**config.mk**
```make
export PLATFORM = sky130hd
export DESIGN_NAME = free_fly_camera_update_flat
export DESIGN_NICKNAME = d
export VERILOG_FILES = /design/src/rtl/ffcam_pkg.sv /design/src/rtl/ffcam_in_if.sv /design/src/rtl/ffcam_out_if.sv /design/src/rtl/free_fly_camera_update.sv /design/src/flat_wrapper.sv
export SDC_FILE = /design/constraint.sdc
export NUM_CORES = 2
export LEC_CHECK = 0
export BUFFER_PORTS_ARGS = -buffer_cell sky130_fd_sc_hd__buf_2
export CORE_ASPECT_RATIO = 1.25
export CORE_MARGIN = 2
export CORE_UTILIZATION = 45
export CTS_CLUSTER_DIAMETER = 150
export DETAILED_ROUTE_END_ITERATION = 6
export HOLD_SLACK_MARGIN = 0.03
export SETUP_SLACK_MARGIN = 0.4
export SYNTH_ARGS = -nofsm -noshare
export SYNTH_HDL_FRONTEND = slang
export SYNTH_SLANG_ARGS = --single-unit
```
**constraint.sdc**
```tcl
create_clock -name i_clk -period 35.5 [get_ports i_clk]
set_input_delay 5.325 -clock i_clk [delete_from_list [all_inputs] [get_ports i_clk]]
set_output_delay 5.325 -clock i_clk [all_outputs]
set_load 0.02 [all_outputs]
```
**src/rtl/ffcam_pkg.sv**
```systemverilog
// Package: shared types, constants and the CORDIC angle table of the camera block.
`default_nettype none
package ffcam_pkg;

    // Event kinds.
    localparam logic [1:0] CMD_POINTER = 2'd0;
    localparam logic [1:0] CMD_WHEEL   = 2'd1;
    localparam logic [1:0] CMD_TICK    = 2'd2;

    // Configuration register indexes.
    localparam logic [1:0] CFG_MOVE_SPEED = 2'd0;
    localparam logic [1:0] CFG_MOUSE_GAIN = 2'd1;
    localparam logic [1:0] CFG_DRIFT_HOLD = 2'd2;

    localparam int CORDIC_STAGES_DEF = 16;
    localparam int CORDIC_TAB_LEN    = 24;

    // Reset values of the configuration registers.
    localparam logic [11:0] SPEED_RST = 12'd50;
    localparam logic [9:0]  GAIN_RST  = 10'd205;
    localparam logic [15:0] HOLD_RST  = 16'd6554;

    // Angle constants in 1/256 degree.
    localparam int YAW_FULL     = 92160;
    localparam int YAW_HALF     = 46080;
    localparam int YAW_QUARTER  = 23040;
    localparam int YAW_3QUARTER = 69120;
    localparam int PITCH_LIMIT  = 22784;
    localparam int ONE_Q14      = 16384;
    localparam int CORDIC_K     = 163008219;

    typedef struct packed {
        logic [1:0]         command;
        logic signed [15:0] pointer_x;
        logic signed [15:0] pointer_y;
        logic signed [7:0]  wheel_step;
        logic [15:0]        time_step;
        logic               key_ahead;
        logic               key_back;
        logic               key_left;
        logic               key_right;
        logic               key_boost;
    } t_in_item;

    typedef struct packed {
        logic signed [31:0] pos_x;
        logic signed [31:0] pos_y;
        logic signed [31:0] pos_z;
        logic signed [15:0] ahead_x;
        logic signed [15:0] ahead_y;
        logic signed [15:0] ahead_z;
        logic signed [15:0] side_x;
        logic signed [15:0] side_z;
        logic signed [31:0] look_x;
        logic signed [31:0] look_y;
        logic signed [31:0] look_z;
        logic               drift_on;
    } t_out_item;

    // Arctangent of 2^-i in 1/65536 degree.
    function automatic logic [21:0] atan_ang(input logic [4:0] i);
        logic [21:0] r;
        case (i)
            5'd0:  r = 22'd2949120;
            5'd1:  r = 22'd1740967;
            5'd2:  r = 22'd919879;
            5'd3:  r = 22'd466945;
            5'd4:  r = 22'd234379;
            5'd5:  r = 22'd117304;
            5'd6:  r = 22'd58666;
            5'd7:  r = 22'd29335;
            5'd8:  r = 22'd14668;
            5'd9:  r = 22'd7334;
            5'd10: r = 22'd3667;
            5'd11: r = 22'd1833;
            5'd12: r = 22'd917;
            5'd13: r = 22'd458;
            5'd14: r = 22'd229;
            5'd15: r = 22'd115;
            5'd16: r = 22'd57;
            5'd17: r = 22'd29;
            5'd18: r = 22'd14;
            5'd19: r = 22'd7;
            5'd20: r = 22'd4;
            5'd21: r = 22'd2;
            5'd22: r = 22'd1;
            default: r = 22'd0;
        endcase
        return r;
    endfunction

endpackage
`default_nettype wire

```
**src/rtl/ffcam_in_if.sv**
```systemverilog
// Interface: input event channel of the camera block.
`default_nettype none
interface ffcam_in_if;
    import ffcam_pkg::*;
    logic     valid;
    logic     ready;
    t_in_item data;
    modport source (output valid, output data, input ready);
    modport sink   (input valid, input data, output ready);
endinterface
`default_nettype wire

```
**src/rtl/ffcam_out_if.sv**
```systemverilog
// Interface: result channel of the camera block.
`default_nettype none
interface ffcam_out_if;
    import ffcam_pkg::*;
    logic      valid;
    logic      ready;
    t_out_item data;
    modport source (output valid, output data, input ready);
    modport sink   (input valid, input data, output ready);
endinterface
`default_nettype wire

```
**src/rtl/free_fly_camera_update.sv**
```systemverilog
// Top level: free-fly camera state, iterative CORDIC and shared multiplier sequencer.
// A pointer event goes through the yaw reduction (11 steps) and two passes through the one
// CORDIC stage. A tick sends ten position terms through the shared multiplier; a wheel or
// unused event goes straight to the result. The input is ready again as soon as the result
// is loaded, and a stalled result holds the sequencer in its last state. Reset (synchronous,
// active low) restores the configuration defaults, zero position and angles, forward (1,0,0),
// right (0,0,-1), no result.
`default_nettype none
module free_fly_camera_update #(
    parameter int CORDIC_STAGES = ffcam_pkg::CORDIC_STAGES_DEF
) (
    input  logic        i_clk,
    input  logic        i_rst_n,
    ffcam_in_if.sink    i_in,
    ffcam_out_if.source o_out,
    input  logic        i_cfg_we,
    input  logic [1:0]  i_cfg_idx,
    input  logic [15:0] i_cfg_data
);
    import ffcam_pkg::*;

    localparam int CW = (CORDIC_STAGES > 1) ? $clog2(CORDIC_STAGES) : 1;

    localparam logic [4:0] ST_IDLE  = 5'd0;
    localparam logic [4:0] ST_YMUL  = 5'd1;
    localparam logic [4:0] ST_YADD  = 5'd2;
    localparam logic [4:0] ST_YMOD  = 5'd3;
    localparam logic [4:0] ST_PMUL  = 5'd4;
    localparam logic [4:0] ST_PSET  = 5'd5;
    localparam logic [4:0] ST_CORD  = 5'd6;
    localparam logic [4:0] ST_CFIN  = 5'd7;
    localparam logic [4:0] ST_FMUL0 = 5'd8;
    localparam logic [4:0] ST_FMUL1 = 5'd9;
    localparam logic [4:0] ST_FSET  = 5'd10;
    localparam logic [4:0] ST_SMUL  = 5'd11;
    localparam logic [4:0] ST_SSET  = 5'd12;
    localparam logic [4:0] ST_TMUL  = 5'd13;
    localparam logic [4:0] ST_TADD  = 5'd14;
    localparam logic [4:0] ST_DRIFT = 5'd15;
    localparam logic [4:0] ST_DONE  = 5'd16;

    localparam logic [27:0] YAW_MOD   = 28'(YAW_FULL);
    localparam logic [29:0] YAW_WRAP  = 30'(YAW_FULL * 1024);
    localparam logic [3:0]  MOD_STEPS = 4'd10;
    localparam logic [3:0]  LAST_TERM = 4'd9;

    // Round half up by 14 bits and clamp to one in Q1.14.
    function automatic logic signed [15:0] rnd_clamp(input logic signed [48:0] v);
        logic signed [48:0] t;
        t = (v + 49'sd8192) >>> 14;
        if (t > 49'sd16384) return 16'sd16384;
        if (t < -49'sd16384) return -16'sd16384;
        return 16'(t);
    endfunction

    function automatic logic signed [31:0] sat32(input logic signed [36:0] v);
        if (v > 37'sh07FFFFFFF) return 32'sh7FFFFFFF;
        if (v < -37'sh080000000) return 32'sh80000000;
        return 32'(v);
    endfunction

    logic [4:0]         r_state;
    t_in_item           r_item;
    logic [11:0]        r_speed;
    logic [9:0]         r_gain;
    logic [15:0]        r_hold;
    logic signed [31:0] r_px, r_py, r_pz;
    logic [16:0]        r_yaw;
    logic signed [15:0] r_pitch;
    logic signed [15:0] r_fx, r_fy, r_fz, r_rx, r_rz;
    logic signed [15:0] r_lx, r_ly;
    logic               r_dact, r_ddown;
    logic [15:0]        r_dleft;
    logic signed [48:0] r_prod;
    logic [27:0]        r_acc;
    logic [3:0]         r_k;
    logic signed [31:0] r_cx, r_cy;
    logic signed [25:0] r_cz;
    logic [CW-1:0]      r_cnt;
    logic               r_pass, r_neg;
    logic signed [15:0] r_cyv, r_syv, r_cpv, r_spv;
    logic [29:0]        r_s;
    logic [3:0]         r_t;
    t_out_item          r_out;
    logic               r_oval;

    // Shared multiplier operand selection.
    logic signed [17:0] mul_a;
    logic signed [30:0] mul_b;
    logic signed [48:0] mul_p;
    logic signed [16:0] dx, dy;

    assign dx = 17'(r_item.pointer_x) - 17'(r_lx);
    assign dy = 17'(r_item.pointer_y) - 17'(r_ly);

    // Position term of a tick: axis, vector component, direction, key.
    logic signed [15:0] t_vec;
    logic [1:0]         t_axis;
    logic               t_sub, t_en;

    always_comb begin
        t_vec  = r_fx;
        t_axis = 2'd0;
        t_sub  = 1'b0;
        t_en   = 1'b0;
        case (r_t)
            4'd0: begin t_vec = r_fx; t_axis = 2'd0; t_en = r_item.key_ahead; end
            4'd1: begin t_vec = r_fy; t_axis = 2'd1; t_en = r_item.key_ahead; end
            4'd2: begin t_vec = r_fz; t_axis = 2'd2; t_en = r_item.key_ahead; end
            4'd3: begin t_vec = r_fx; t_axis = 2'd0; t_sub = 1'b1; t_en = r_item.key_back; end
            4'd4: begin t_vec = r_fy; t_axis = 2'd1; t_sub = 1'b1; t_en = r_item.key_back; end
            4'd5: begin t_vec = r_fz; t_axis = 2'd2; t_sub = 1'b1; t_en = r_item.key_back; end
            4'd6: begin t_vec = r_rx; t_axis = 2'd0; t_en = r_item.key_left; end
            4'd7: begin t_vec = r_rz; t_axis = 2'd2; t_en = r_item.key_left; end
            4'd8: begin t_vec = r_rx; t_axis = 2'd0; t_sub = 1'b1; t_en = r_item.key_right; end
            4'd9: begin t_vec = r_rz; t_axis = 2'd2; t_sub = 1'b1; t_en = r_item.key_right; end
            default: begin t_en = 1'b0; end
        endcase
    end

    always_comb begin
        mul_a = '0;
        mul_b = '0;
        case (r_state)
            ST_YMUL: begin mul_a = 18'(dx); mul_b = $signed({21'd0, r_gain}); end
            ST_PMUL: begin mul_a = 18'(dy); mul_b = $signed({21'd0, r_gain}); end
            ST_SMUL: begin
                mul_a = $signed({6'd0, r_speed});
                mul_b = $signed({15'd0, r_item.time_step});
            end
            ST_FMUL0: begin mul_a = 18'(r_cpv); mul_b = 31'(r_cyv); end
            ST_FMUL1: begin mul_a = 18'(r_cpv); mul_b = 31'(r_syv); end
            ST_TMUL:  begin mul_a = 18'(t_vec); mul_b = $signed({1'b0, r_s}); end
            default:  begin mul_a = '0; mul_b = '0; end
        endcase
    end

    assign mul_p = 49'(mul_a) * 49'(mul_b);

    // Yaw accumulation and pitch clamp.
    logic signed [29:0] yaw_sum, pitch_sum;
    logic signed [15:0] pitch_new;
    logic [27:0]        mod_m;

    assign yaw_sum   = $signed({13'd0, r_yaw}) + 30'(r_prod);
    assign pitch_sum = 30'(r_pitch) - 30'(r_prod);
    assign mod_m     = YAW_MOD << r_k;

    always_comb begin
        if (pitch_sum > 30'(PITCH_LIMIT)) pitch_new = 16'(PITCH_LIMIT);
        else if (pitch_sum < -30'(PITCH_LIMIT)) pitch_new = -16'(PITCH_LIMIT);
        else pitch_new = 16'(pitch_sum);
    end

    // Yaw folded into plus or minus 90 degrees.
    logic signed [17:0] yaw_fold;
    logic               yaw_neg;

    always_comb begin
        yaw_neg  = 1'b0;
        yaw_fold = $signed({1'b0, r_yaw});
        if (r_yaw > 17'(YAW_QUARTER) && r_yaw <= 17'(YAW_3QUARTER)) begin
            yaw_fold = $signed({1'b0, r_yaw}) - 18'(YAW_HALF);
            yaw_neg  = 1'b1;
        end else if (r_yaw > 17'(YAW_3QUARTER)) begin
            yaw_fold = $signed({1'b0, r_yaw}) - 18'(YAW_FULL);
        end
    end

    // One CORDIC rotation step.
    logic signed [31:0] xs, ys, cx_n, cy_n;
    logic signed [25:0] cz_n, at;
    logic signed [15:0] c_r, s_r;

    assign xs = r_cx >>> r_cnt;
    assign ys = r_cy >>> r_cnt;
    assign at = $signed({4'd0, atan_ang(5'(r_cnt))});

    always_comb begin
        if (r_cz >= 0) begin
            cx_n = r_cx - ys; cy_n = r_cy + xs; cz_n = r_cz - at;
        end else begin
            cx_n = r_cx + ys; cy_n = r_cy - xs; cz_n = r_cz + at;
        end
    end

    assign c_r = rnd_clamp(49'(r_cx));
    assign s_r = rnd_clamp(49'(r_cy));

    // Position term and drift arithmetic.
    logic signed [36:0] t_d, t_pos, t_sum, s_ext;
    assign t_d   = 37'((r_prod + 49'sd8192) >>> 14);
    assign t_pos = (t_axis == 2'd0) ? 37'(r_px) : (t_axis == 2'd1) ? 37'(r_py) : 37'(r_pz);
    assign t_sum = t_sub ? t_pos - t_d : t_pos + t_d;
    assign s_ext = $signed({7'd0, r_s});

    assign i_in.ready  = (r_state == ST_IDLE);
    assign o_out.valid = r_oval;
    assign o_out.data  = r_out;

    // Sequencer and state.
    always_ff @(posedge i_clk) begin
        if (!i_rst_n) begin
            r_state <= ST_IDLE;
            r_speed <= SPEED_RST;
            r_gain  <= GAIN_RST;
            r_hold  <= HOLD_RST;
            r_px    <= '0;
            r_py    <= '0;
            r_pz    <= '0;
            r_yaw   <= '0;
            r_pitch <= '0;
            r_fx    <= 16'(ONE_Q14);
            r_fy    <= '0;
            r_fz    <= '0;
            r_rx    <= '0;
            r_rz    <= -16'(ONE_Q14);
            r_lx    <= '0;
            r_ly    <= '0;
            r_dact  <= 1'b0;
            r_ddown <= 1'b0;
            r_dleft <= '0;
            r_oval  <= 1'b0;
        end else begin
            if (i_cfg_we) begin
                case (i_cfg_idx)
                    CFG_MOVE_SPEED: r_speed <= i_cfg_data[11:0];
                    CFG_MOUSE_GAIN: r_gain  <= i_cfg_data[9:0];
                    CFG_DRIFT_HOLD: r_hold  <= i_cfg_data;
                    default: ;
                endcase
            end
            // The result beat leaves; the last state loads the next one itself.
            if (o_out.ready && r_state != ST_DONE) begin
                r_oval <= 1'b0;
            end
            case (r_state)
                ST_IDLE: begin
                    if (i_in.valid) begin
                        r_item <= i_in.data;
                        case (i_in.data.command)
                            CMD_POINTER: r_state <= ST_YMUL;
                            CMD_TICK:    r_state <= ST_SMUL;
                            CMD_WHEEL: begin
                                if (i_in.data.wheel_step != 8'sd0) begin
                                    r_dact  <= 1'b1;
                                    r_dleft <= r_hold;
                                    r_ddown <= i_in.data.wheel_step[7];
                                end
                                r_state <= ST_DONE;
                            end
                            default: r_state <= ST_DONE;
                        endcase
                    end
                end
                ST_YMUL: begin
                    r_prod  <= mul_p;
                    r_state <= ST_YADD;
                end
                ST_YADD: begin
                    r_acc   <= (yaw_sum < 0) ? 28'(yaw_sum + $signed(YAW_WRAP))
                                             : 28'(yaw_sum);
                    r_k     <= MOD_STEPS;
                    r_state <= ST_YMOD;
                end
                ST_YMOD: begin
                    // Restoring reduction by 92160 shifted down one place a step.
                    if (r_acc >= mod_m) begin
                        r_acc <= r_acc - mod_m;
                    end
                    if (r_k == 4'd0) begin
                        r_yaw   <= (r_acc >= mod_m) ? 17'(r_acc - mod_m) : 17'(r_acc);
                        r_state <= ST_PMUL;
                    end else begin
                        r_k <= r_k - 4'd1;
                    end
                end
                ST_PMUL: begin
                    r_prod  <= mul_p;
                    r_state <= ST_PSET;
                end
                ST_PSET: begin
                    r_pitch <= pitch_new;
                    r_lx    <= r_item.pointer_x;
                    r_ly    <= r_item.pointer_y;
                    r_cx    <= 32'(CORDIC_K);
                    r_cy    <= '0;
                    r_cz    <= 26'(yaw_fold) <<< 8;
                    r_neg   <= yaw_neg;
                    r_pass  <= 1'b0;
                    r_cnt   <= '0;
                    r_state <= ST_CORD;
                end
                ST_CORD: begin
                    r_cx <= cx_n;
                    r_cy <= cy_n;
                    r_cz <= cz_n;
                    if (r_cnt == CW'(CORDIC_STAGES - 1)) begin
                        r_state <= ST_CFIN;
                    end else begin
                        r_cnt <= r_cnt + CW'(1);
                    end
                end
                ST_CFIN: begin
                    if (!r_pass) begin
                        r_cyv   <= r_neg ? -c_r : c_r;
                        r_syv   <= r_neg ? -s_r : s_r;
                        r_cx    <= 32'(CORDIC_K);
                        r_cy    <= '0;
                        r_cz    <= 26'(r_pitch) <<< 8;
                        r_pass  <= 1'b1;
                        r_cnt   <= '0;
                        r_state <= ST_CORD;
                    end else begin
                        r_cpv   <= c_r;
                        r_spv   <= s_r;
                        r_state <= ST_FMUL0;
                    end
                end
                ST_FMUL0: begin
                    r_prod  <= mul_p;
                    r_state <= ST_FMUL1;
                end
                ST_FMUL1: begin
                    r_fx    <= rnd_clamp(r_prod);
                    r_prod  <= mul_p;
                    r_state <= ST_FSET;
                end
                ST_FSET: begin
                    r_fz    <= rnd_clamp(r_prod);
                    r_fy    <= r_spv;
                    r_rx    <= r_syv;
                    r_rz    <= -r_cyv;
                    r_state <= ST_DONE;
                end
                ST_SMUL: begin
                    r_prod  <= mul_p;
                    r_state <= ST_SSET;
                end
                ST_SSET: begin
                    r_s     <= r_item.key_boost ? 30'(r_prod) << 1 : 30'(r_prod);
                    r_t     <= '0;
                    r_state <= ST_TMUL;
                end
                ST_TMUL: begin
                    r_prod  <= mul_p;
                    r_state <= ST_TADD;
                end
                ST_TADD: begin
                    if (t_en) begin
                        case (t_axis)
                            2'd0:    r_px <= sat32(t_sum);
                            2'd1:    r_py <= sat32(t_sum);
                            default: r_pz <= sat32(t_sum);
                        endcase
                    end
                    if (r_t == LAST_TERM) begin
                        r_state <= ST_DRIFT;
                    end else begin
                        r_t     <= r_t + 4'd1;
                        r_state <= ST_TMUL;
                    end
                end
                ST_DRIFT: begin
                    // The drift still moves on the tick in which its timer runs out.
                    if (r_dact) begin
                        if (r_item.time_step > r_dleft) r_dact <= 1'b0;
                        else r_dleft <= r_dleft - r_item.time_step;
                        r_py <= sat32(r_ddown ? 37'(r_py) - s_ext : 37'(r_py) + s_ext);
                    end
                    r_state <= ST_DONE;
                end
                ST_DONE: begin
                    if (!r_oval || o_out.ready) begin
                        r_oval  <= 1'b1;
                        r_state <= ST_IDLE;
                    end
                end
                default: r_state <= ST_IDLE;
            endcase
        end
    end

    // Result register, loaded as the sequencer leaves its last state.
    always_ff @(posedge i_clk) begin
        if (r_state == ST_DONE && (!r_oval || o_out.ready)) begin
            r_out.pos_x    <= r_px;
            r_out.pos_y    <= r_py;
            r_out.pos_z    <= r_pz;
            r_out.ahead_x  <= r_fx;
            r_out.ahead_y  <= r_fy;
            r_out.ahead_z  <= r_fz;
            r_out.side_x   <= r_rx;
            r_out.side_z   <= r_rz;
            r_out.look_x   <= sat32(37'(r_px) + (37'(r_fx) <<< 2));
            r_out.look_y   <= sat32(37'(r_py) + (37'(r_fy) <<< 2));
            r_out.look_z   <= sat32(37'(r_pz) + (37'(r_fz) <<< 2));
            r_out.drift_on <= r_dact;
        end
    end

    // Checks on the sequencer and the held angles.
    a_busy_after_accept: assert property (@(posedge i_clk) disable iff (!i_rst_n)
        (i_in.valid && i_in.ready) |=> (r_state != ST_IDLE))
        else $error("sequencer idle right after accepting an event");
    a_yaw_range: assert property (@(posedge i_clk) disable iff (!i_rst_n)
        r_yaw < 17'(YAW_FULL))
        else $error("yaw outside one turn");
    a_pitch_range: assert property (@(posedge i_clk) disable iff (!i_rst_n)
        (r_pitch <= 16'(PITCH_LIMIT)) && (r_pitch >= -16'(PITCH_LIMIT)))
        else $error("pitch beyond its limit");
    a_ahead_unit: assert property (@(posedge i_clk) disable iff (!i_rst_n)
        (r_fx <= 16'(ONE_Q14)) && (r_fx >= -16'(ONE_Q14)) &&
        (r_fz <= 16'(ONE_Q14)) && (r_fz >= -16'(ONE_Q14)))
        else $error("forward vector component beyond one");

endmodule
`default_nettype wire
```
**src/flat_wrapper.sv**
```systemverilog
// flat-port wrapper written by rule: the top's interface ports become plain ports
module free_fly_camera_update_flat import ffcam_pkg::*;
#(
    parameter int CORDIC_STAGES = ffcam_pkg::CORDIC_STAGES_DEF
)
  (i_clk, i_rst_n, i_cfg_we, i_cfg_idx, i_cfg_data, i_in_valid, i_in_data, i_in_ready, o_out_valid, o_out_data, o_out_ready);
  ffcam_in_if i_in_i ();
  ffcam_out_if o_out_i ();
  input  logic i_clk;
  input  logic i_rst_n;
  input  logic i_cfg_we;
  input  logic [1:0] i_cfg_idx;
  input  logic [15:0] i_cfg_data;
  input wire logic [$bits(i_in_i.valid)-1:0] i_in_valid;
  input wire logic [$bits(i_in_i.data)-1:0] i_in_data;
  output wire logic [$bits(i_in_i.ready)-1:0] i_in_ready;
  output wire logic [$bits(o_out_i.valid)-1:0] o_out_valid;
  output wire logic [$bits(o_out_i.data)-1:0] o_out_data;
  input wire logic [$bits(o_out_i.ready)-1:0] o_out_ready;
  assign i_in_i.valid = i_in_valid;
  assign i_in_i.data = i_in_data;
  assign i_in_ready = i_in_i.ready;
  assign o_out_valid = o_out_i.valid;
  assign o_out_data = o_out_i.data;
  assign o_out_i.ready = o_out_ready;
  free_fly_camera_update #(.CORDIC_STAGES(CORDIC_STAGES)) u_core (.i_clk(i_clk), .i_rst_n(i_rst_n), .i_in(i_in_i), .o_out(o_out_i), .i_cfg_we(i_cfg_we), .i_cfg_idx(i_cfg_idx), .i_cfg_data(i_cfg_data));
endmodule
```
---- Word level (Yosys, flattened, before mapping) ----
Memory sizes are Yosys's and may differ from the RTL's. A register that Yosys moved wholly into a read port is not among the register bits.
Cells that the tools add are included.
word-level totals
  flip-flop bits (word level) ............. 904
  ROM bits ................................ 352
  bits of input ports ..................... 86
  output and inout port bits .............. 275
  logic and storage cells ................. 398
  memories kept ........................... 1
cells by class
  add/sub/neg operators ................... 31
  multiply operators ...................... 1
  order comparisons ....................... 25
  equal/unequal tests ..................... 47
  shift operators ......................... 3
  mux-type cells .......................... 176
  bitwise gates (word level) .............. 2
  reduce and logical (&&, ||, !) cells .... 56
memories
  name             depth  width  read ports  clocked after Yosys merged registers in  wr ports  RTL line         text
  (no name shown)  16     22     1           1                                        0         ffcam_pkg.sv:63  case (i)
operator list
  cell                                                              number
  2-to-1 mux 32 bit                                                 31
  2-to-1 mux 16 bit                                                 23
  one-hot mux 32 bit (3 select lines)                               2
  greater-than comparator 37 x 32 -> 1 bit (second input constant)  5
  < comparator 37 x 32 -> 1 bit (second input constant)             5
  one-hot mux 31 bit (5 select lines)                               1
  2-to-1 mux 37 bit                                                 4
  adder 32 x 18 -> 33 bit                                           3
  one-hot mux 18 bit (5 select lines)                               1
  2-to-1 mux 1 bit                                                  81
  one-hot mux 5 bit (16 select lines)                               1
  one-hot mux 26 bit (3 select lines)                               1
  adder 32 x 15 -> 33 bit (second input constant)                   2
  adder 32 bit                                                      2
  one-hot mux 16 bit (4 select lines)                               1
  one-hot mux 32 bit (2 select lines)                               1
  >>> shifter 32 x 4 -> 32 bit                                      2
  subtractor 32 bit                                                 2
  2-to-1 mux 28 bit                                                 2
  one-hot mux 28 bit (2 select lines)                               1
  2-to-1 mux 26 bit                                                 2
  adder 49 x 15 -> 49 bit (second input constant)                   1
  multiplier 18 x 31 -> 49 bit                                      1
  negation 16 bit                                                   3
  76 further kinds                                                  163

---- Logic depth before layout (Yosys ltp) ----
  word-level depth ........................ 24
  depth in mapped cells ................... 41
  depth with buffers taken out ............ 40

---- Worst setup path before layout ----
Ideal clock, no wire load.
  path type ............................... in2reg
  start ................................... in o_out_ready
  end ..................................... reg u_core.r_out, in the netlist u_core.o_out.data[0], enable pin
  library setup time ...................... 0.943 ns
  data arrival time ....................... 17.415 ns
  required time ........................... 34.557 ns
  slack ................................... 17.143 ns
  stages .................................. 2
  path buffers ............................ 0
  cell sequence ........................... nand2b_1 > nor2b_1
on the way
  cells in the longest elaborated chain, start to end .. 2
RTL lines
  what               RTL line                       text
  from (decl)        flat_wrapper.sv:19             input wire logic [$bits(o_out_i.ready)-1:0] o_out_ready;
  logical OR 1 bit   free_fly_camera_update.sv:386  if (r_state == ST_DONE && (!r_oval || o_out.ready)) begin
  logical AND 1 bit  free_fly_camera_update.sv:386
  to (decl)          free_fly_camera_update.sv:84   t_out_item r_out;
No other way between the ends.
A chain may end at the register's enable or synchronous reset.

---- Final worst setup path ----
  start ................................... reg u_core.r_t[0]
  end ..................................... reg u_core.r_prod[47] (data pin)
on the way
  cells in the longest elaborated chain, start to end .. 5
  elaborated cells on any way between the ends .. 15
  those cells by class .................... mul (1); eq/ne (8); mux (2); reduce/logical (4)
RTL lines
  what                                                  RTL line                       text
  from (decl)                                           free_fly_camera_update.sv:83   logic [3:0] r_t;
  from (signal assigned)                                free_fly_camera_update.sv:360  r_t <= r_t + 4'd1;
  == test 4 x 3 -> 1 bit, or another cell as far along  free_fly_camera_update.sv:106  case (r_t)
  OR reduction 2 bit (no source line)                   -
  one-hot mux 16 bit (4 select lines) *                 free_fly_camera_update.sv:106
  one-hot mux 18 bit (5 select lines) *                 free_fly_camera_update.sv:124  case (r_state)
  multiplier 18 x 31 -> 49 bit *                        free_fly_camera_update.sv:138  assign mul_p = 49'(mul_a) * 49'(mul_b);
  net u_core.mul_p[47]                                  free_fly_camera_update.sv:90   logic signed [48:0] mul_p;
  to (signal assigned)                                  free_fly_camera_update.sv:257  r_prod <= mul_p;
  to (signal assigned)                                  free_fly_camera_update.sv:279  r_prod <= mul_p;
  to (signal assigned)                                  free_fly_camera_update.sv:321  r_prod <= mul_p;
  to (decl)                                             free_fly_camera_update.sv:74   logic signed [48:0] r_prod;
The timed path passes the listed nets; every way through them passes the cells marked *.

==> metrics.txt <==
EDFF count, synth=601; register area share after synthesis=0.303; vias in the first global route=66.3k; Setup Fix Bufs, Post-CTS=0; drt first pass iters=7; largest family of logic cells by synthesized area=adder cells; Worst-path clk slew=0.07 ns; die area=184000 um^2; mux share of post-synthesis cell area=0.0362; dpl hpwl=225 mm; Synth cell types=104; sequential power share=0.352; FP Rows=174; global placement routability congestion=1.03; failing checks=DRC; Tmin final=11.02 ns; Final Skew=0.104 ns; Synth area leader=edfxtp_1; WL final=283 mm; WP data required=35.96 ns; Top Ports=361; top-area cell type share of the netlist area=0.223; final core utilization=0.495; die height=479 um; via count=67.8k; switching share of power=0.394; area share of fa/ha/maj cells after synthesis=0.218; met1 track demand over resource=0.392; final worst setup slack=24.48 ns; FMAX=90.8 MHz; combinational power share=0.363; crit-path max cell delay=0.67 ns; CP endpoint kind=flip-flop; Worst Path Max Fanout=69; TritonCTS buffer count=99; Synth Warn #=0; Post-DRT Antenna Nets=0; crit path max-delay cell type=a31oi_1; synth cell count leaders=nand2_1, inv_1, a21oi_1; Nets=10.3k; Slew @ Worst Pin=1.22 ns; Pwr per Cell Area=44.0 nW/um^2; drt wl/cell=24.4 um; placed cell count=11.4k; Total Neg Setup Slack=0 ns; initial antenna violation count=9; CTS tree=built; mapped cell area=81100 um^2; Final Max Tran Viols=0; layout cells sized above 1=0.0948; largest net degree at the start of global routing=170; Hold WS=0.453 ns; Final Instance Count excl. Fillers=11.6k; 1st-iter DRT viols=6582; Setup-failing EPs final=0; GRT overflow=0; Most used DFF post-synth=edfxtp_1; Worst VDD drop=44.8 uV; Synth Area in Simple Gates=0.157; global-route wire length before repair=421 mm; CTS sink cnt=926; All-Layer GR Usage=0.303; DIE WIDTH=384 um; FFs w/ async S/R, synth=0; MaxCap Viol Count=0; RSZ-0062 raised after global routing=no; Max-slew headroom=0.181; PortBufs=360; Hold Violations, Final=0; DRC=7; met3 usage=0.0435; Synth Area in XOR/XNOR=0.0623; busiest grt layer=met2; Initial Util=0.452; hold crit path type=flip-flop to flip-flop; met2 global-route usage=0.491; Core ar.=179000 um^2; Startpoint Class=flip-flop; Mean Syn Cell Area=9.04 um^2; final worst-path cycle share=0.310; Root Buffer=clkbuf_16; Worst EP arrival=11.48 ns; clk buf depth=3; syn nets=10.1k; top cells by area, synth=edfxtp_1, fa_1, dfxtp_1; CTS Hold Buffers Added=0; area delta synth->final=9.61%; Seq cells post-synth=926; Post-Syn Instances=8966; vias per std cell=5.84; count leader, synth=nand2_1; P_sw=0.00154 W; Clk pwr share=0.285; Int Power=0.00237 W; H-tree levels=3; status=finished, violations left; Compound-Gate Fraction of Synth Area=0.160; leakage=38.2 nW; CP Class=flip-flop to flip-flop; post_cts resized=0; worst slack, placed=24.69 ns; worst skew pair latency=0.81 ns
-- worst paths after layout --
check	startpoint	endpoint	slack, ns	cells past startpoint
setup / recovery	u_core.r_t[0]	u_core.r_prod[47]	24.48	37
hold reg to reg	u_core.r_lx[12]	u_core.r_lx[12]	0.45	2
hold / removal	u_core.r_lx[12]	u_core.r_lx[12]	0.45	2
setup reg to reg	u_core.r_t[0]	u_core.r_prod[47]	24.48	37
-- registers in the layout, summed over array words and instances (netlist names), 32 cells and up --
register	count
u_core.o_out.data	273
u_core.r_cy	32
u_core.r_pz	32
u_core.r_prod	49
u_core.r_py	32
u_core.r_item	53
u_core.r_cx	32
u_core.r_px	32
-- cells by family (layout without fill, tap and decap cells) --
family / after synthesis / in the layout
xor gates and xnor gates: 577 / 577
AOI/OAI and AO/OA: 2070 / 2070
DFF: 926 / 926
buffers and inverters: 1309 / 1577
muxes: 191 / 191
adders and majority gates: 1085 / 1085
and+or+nand+nor: 2808 / 2808
other: 0 / 2
-- cell usage in the layout, fill, tap and decap left out, types with 32 or more instances in the layout --
master     count
mux2i_1       83
xnor2_1      351
edfxtp_1     601
o211ai_1      42
a21o_1       160
inv_1        891
clkbuf_16    102
xor2_1       226
nand2_1     1214
nand4_1       42
nand3_1      154
a31oi_1       60
nand2b_1     100
o21a_1        77
o31ai_1       47
o21bai_1      43
and3_1        53
nor4_1        34
a211oi_1      65
a21oi_1      680
mux2_2        38
buf_2        359
a22oi_1       47
mux4_2        43
and2_1       112
a22o_1        32
ha_1         512
nor2b_1      102
dfxtp_1      325
buf_4        132
or2_2         37
or3_1         48
nor2_1       628
nor3_1       151
o21ai_0      491
fa_1         551
-- routing by layer --
metal	part of all wire	vias up	wire length, um
li1	-	31371	-
met1	0.41	33165	116000
met2	0.46	2675	130000
met3	0.070	570	19700
met4	0.061	2	17300
met5	0.000046	-	13
-- final cells by class --
| type | instances | area (um^2) |
|---|---|---|
| clock inverter | 59 | 704 |
| sequential | 926 | 24600 |
| timing repair buffer | 492 | 2810 |
| fill | 16917 | 90500 |
| inverter | 897 | 3370 |
| tap | 2376 | 2970 |
| antenna | 2 | 5.00 |
| clock buffer | 129 | 2780 |
| multi-input combinational | 6731 | 51700 |
-- power by group through the flow --
stage	combinational, W	sequential [W]	clock (W)
6_report	0.00142	0.00138	0.00111
4_1_cts	0.00141	0.00137	0.00113
5_1_grt	0.00156	0.00138	0.00117
3_5_place_dp	0.00140	0.00140	0
3_3_place_gp	0.00139	0.00139	0
2_1_floorplan	0.000898	0.00146	0
-- through the flow --
step / total power, W / cell area [um^2]
2_1_floorplan: 0.00236 / 81100
3_3_place_gp: 0.00278 / 85400
3_5_place_dp: 0.00280 / 85400
4_1_cts: 0.00392 / 88800
5_1_grt: 0.00411 / 88800
6_report: 0.00391 / 88800
-- worst max-delay path, delay by kind of cell (launching register included) --
kind | cells | cell delay (ns)
AND/OR/NAND/NOR | 4 | 0.69
adder cells (fa/ha/maj) | 8 | 3.72
flip-flops | 1 | 0.42
XOR/XNOR | 1 | 0.15
buffers and inverters | 9 | 1.53
AO/OA/AOI/OAI | 15 | 4.08
(Power assumes the default switching activity.)
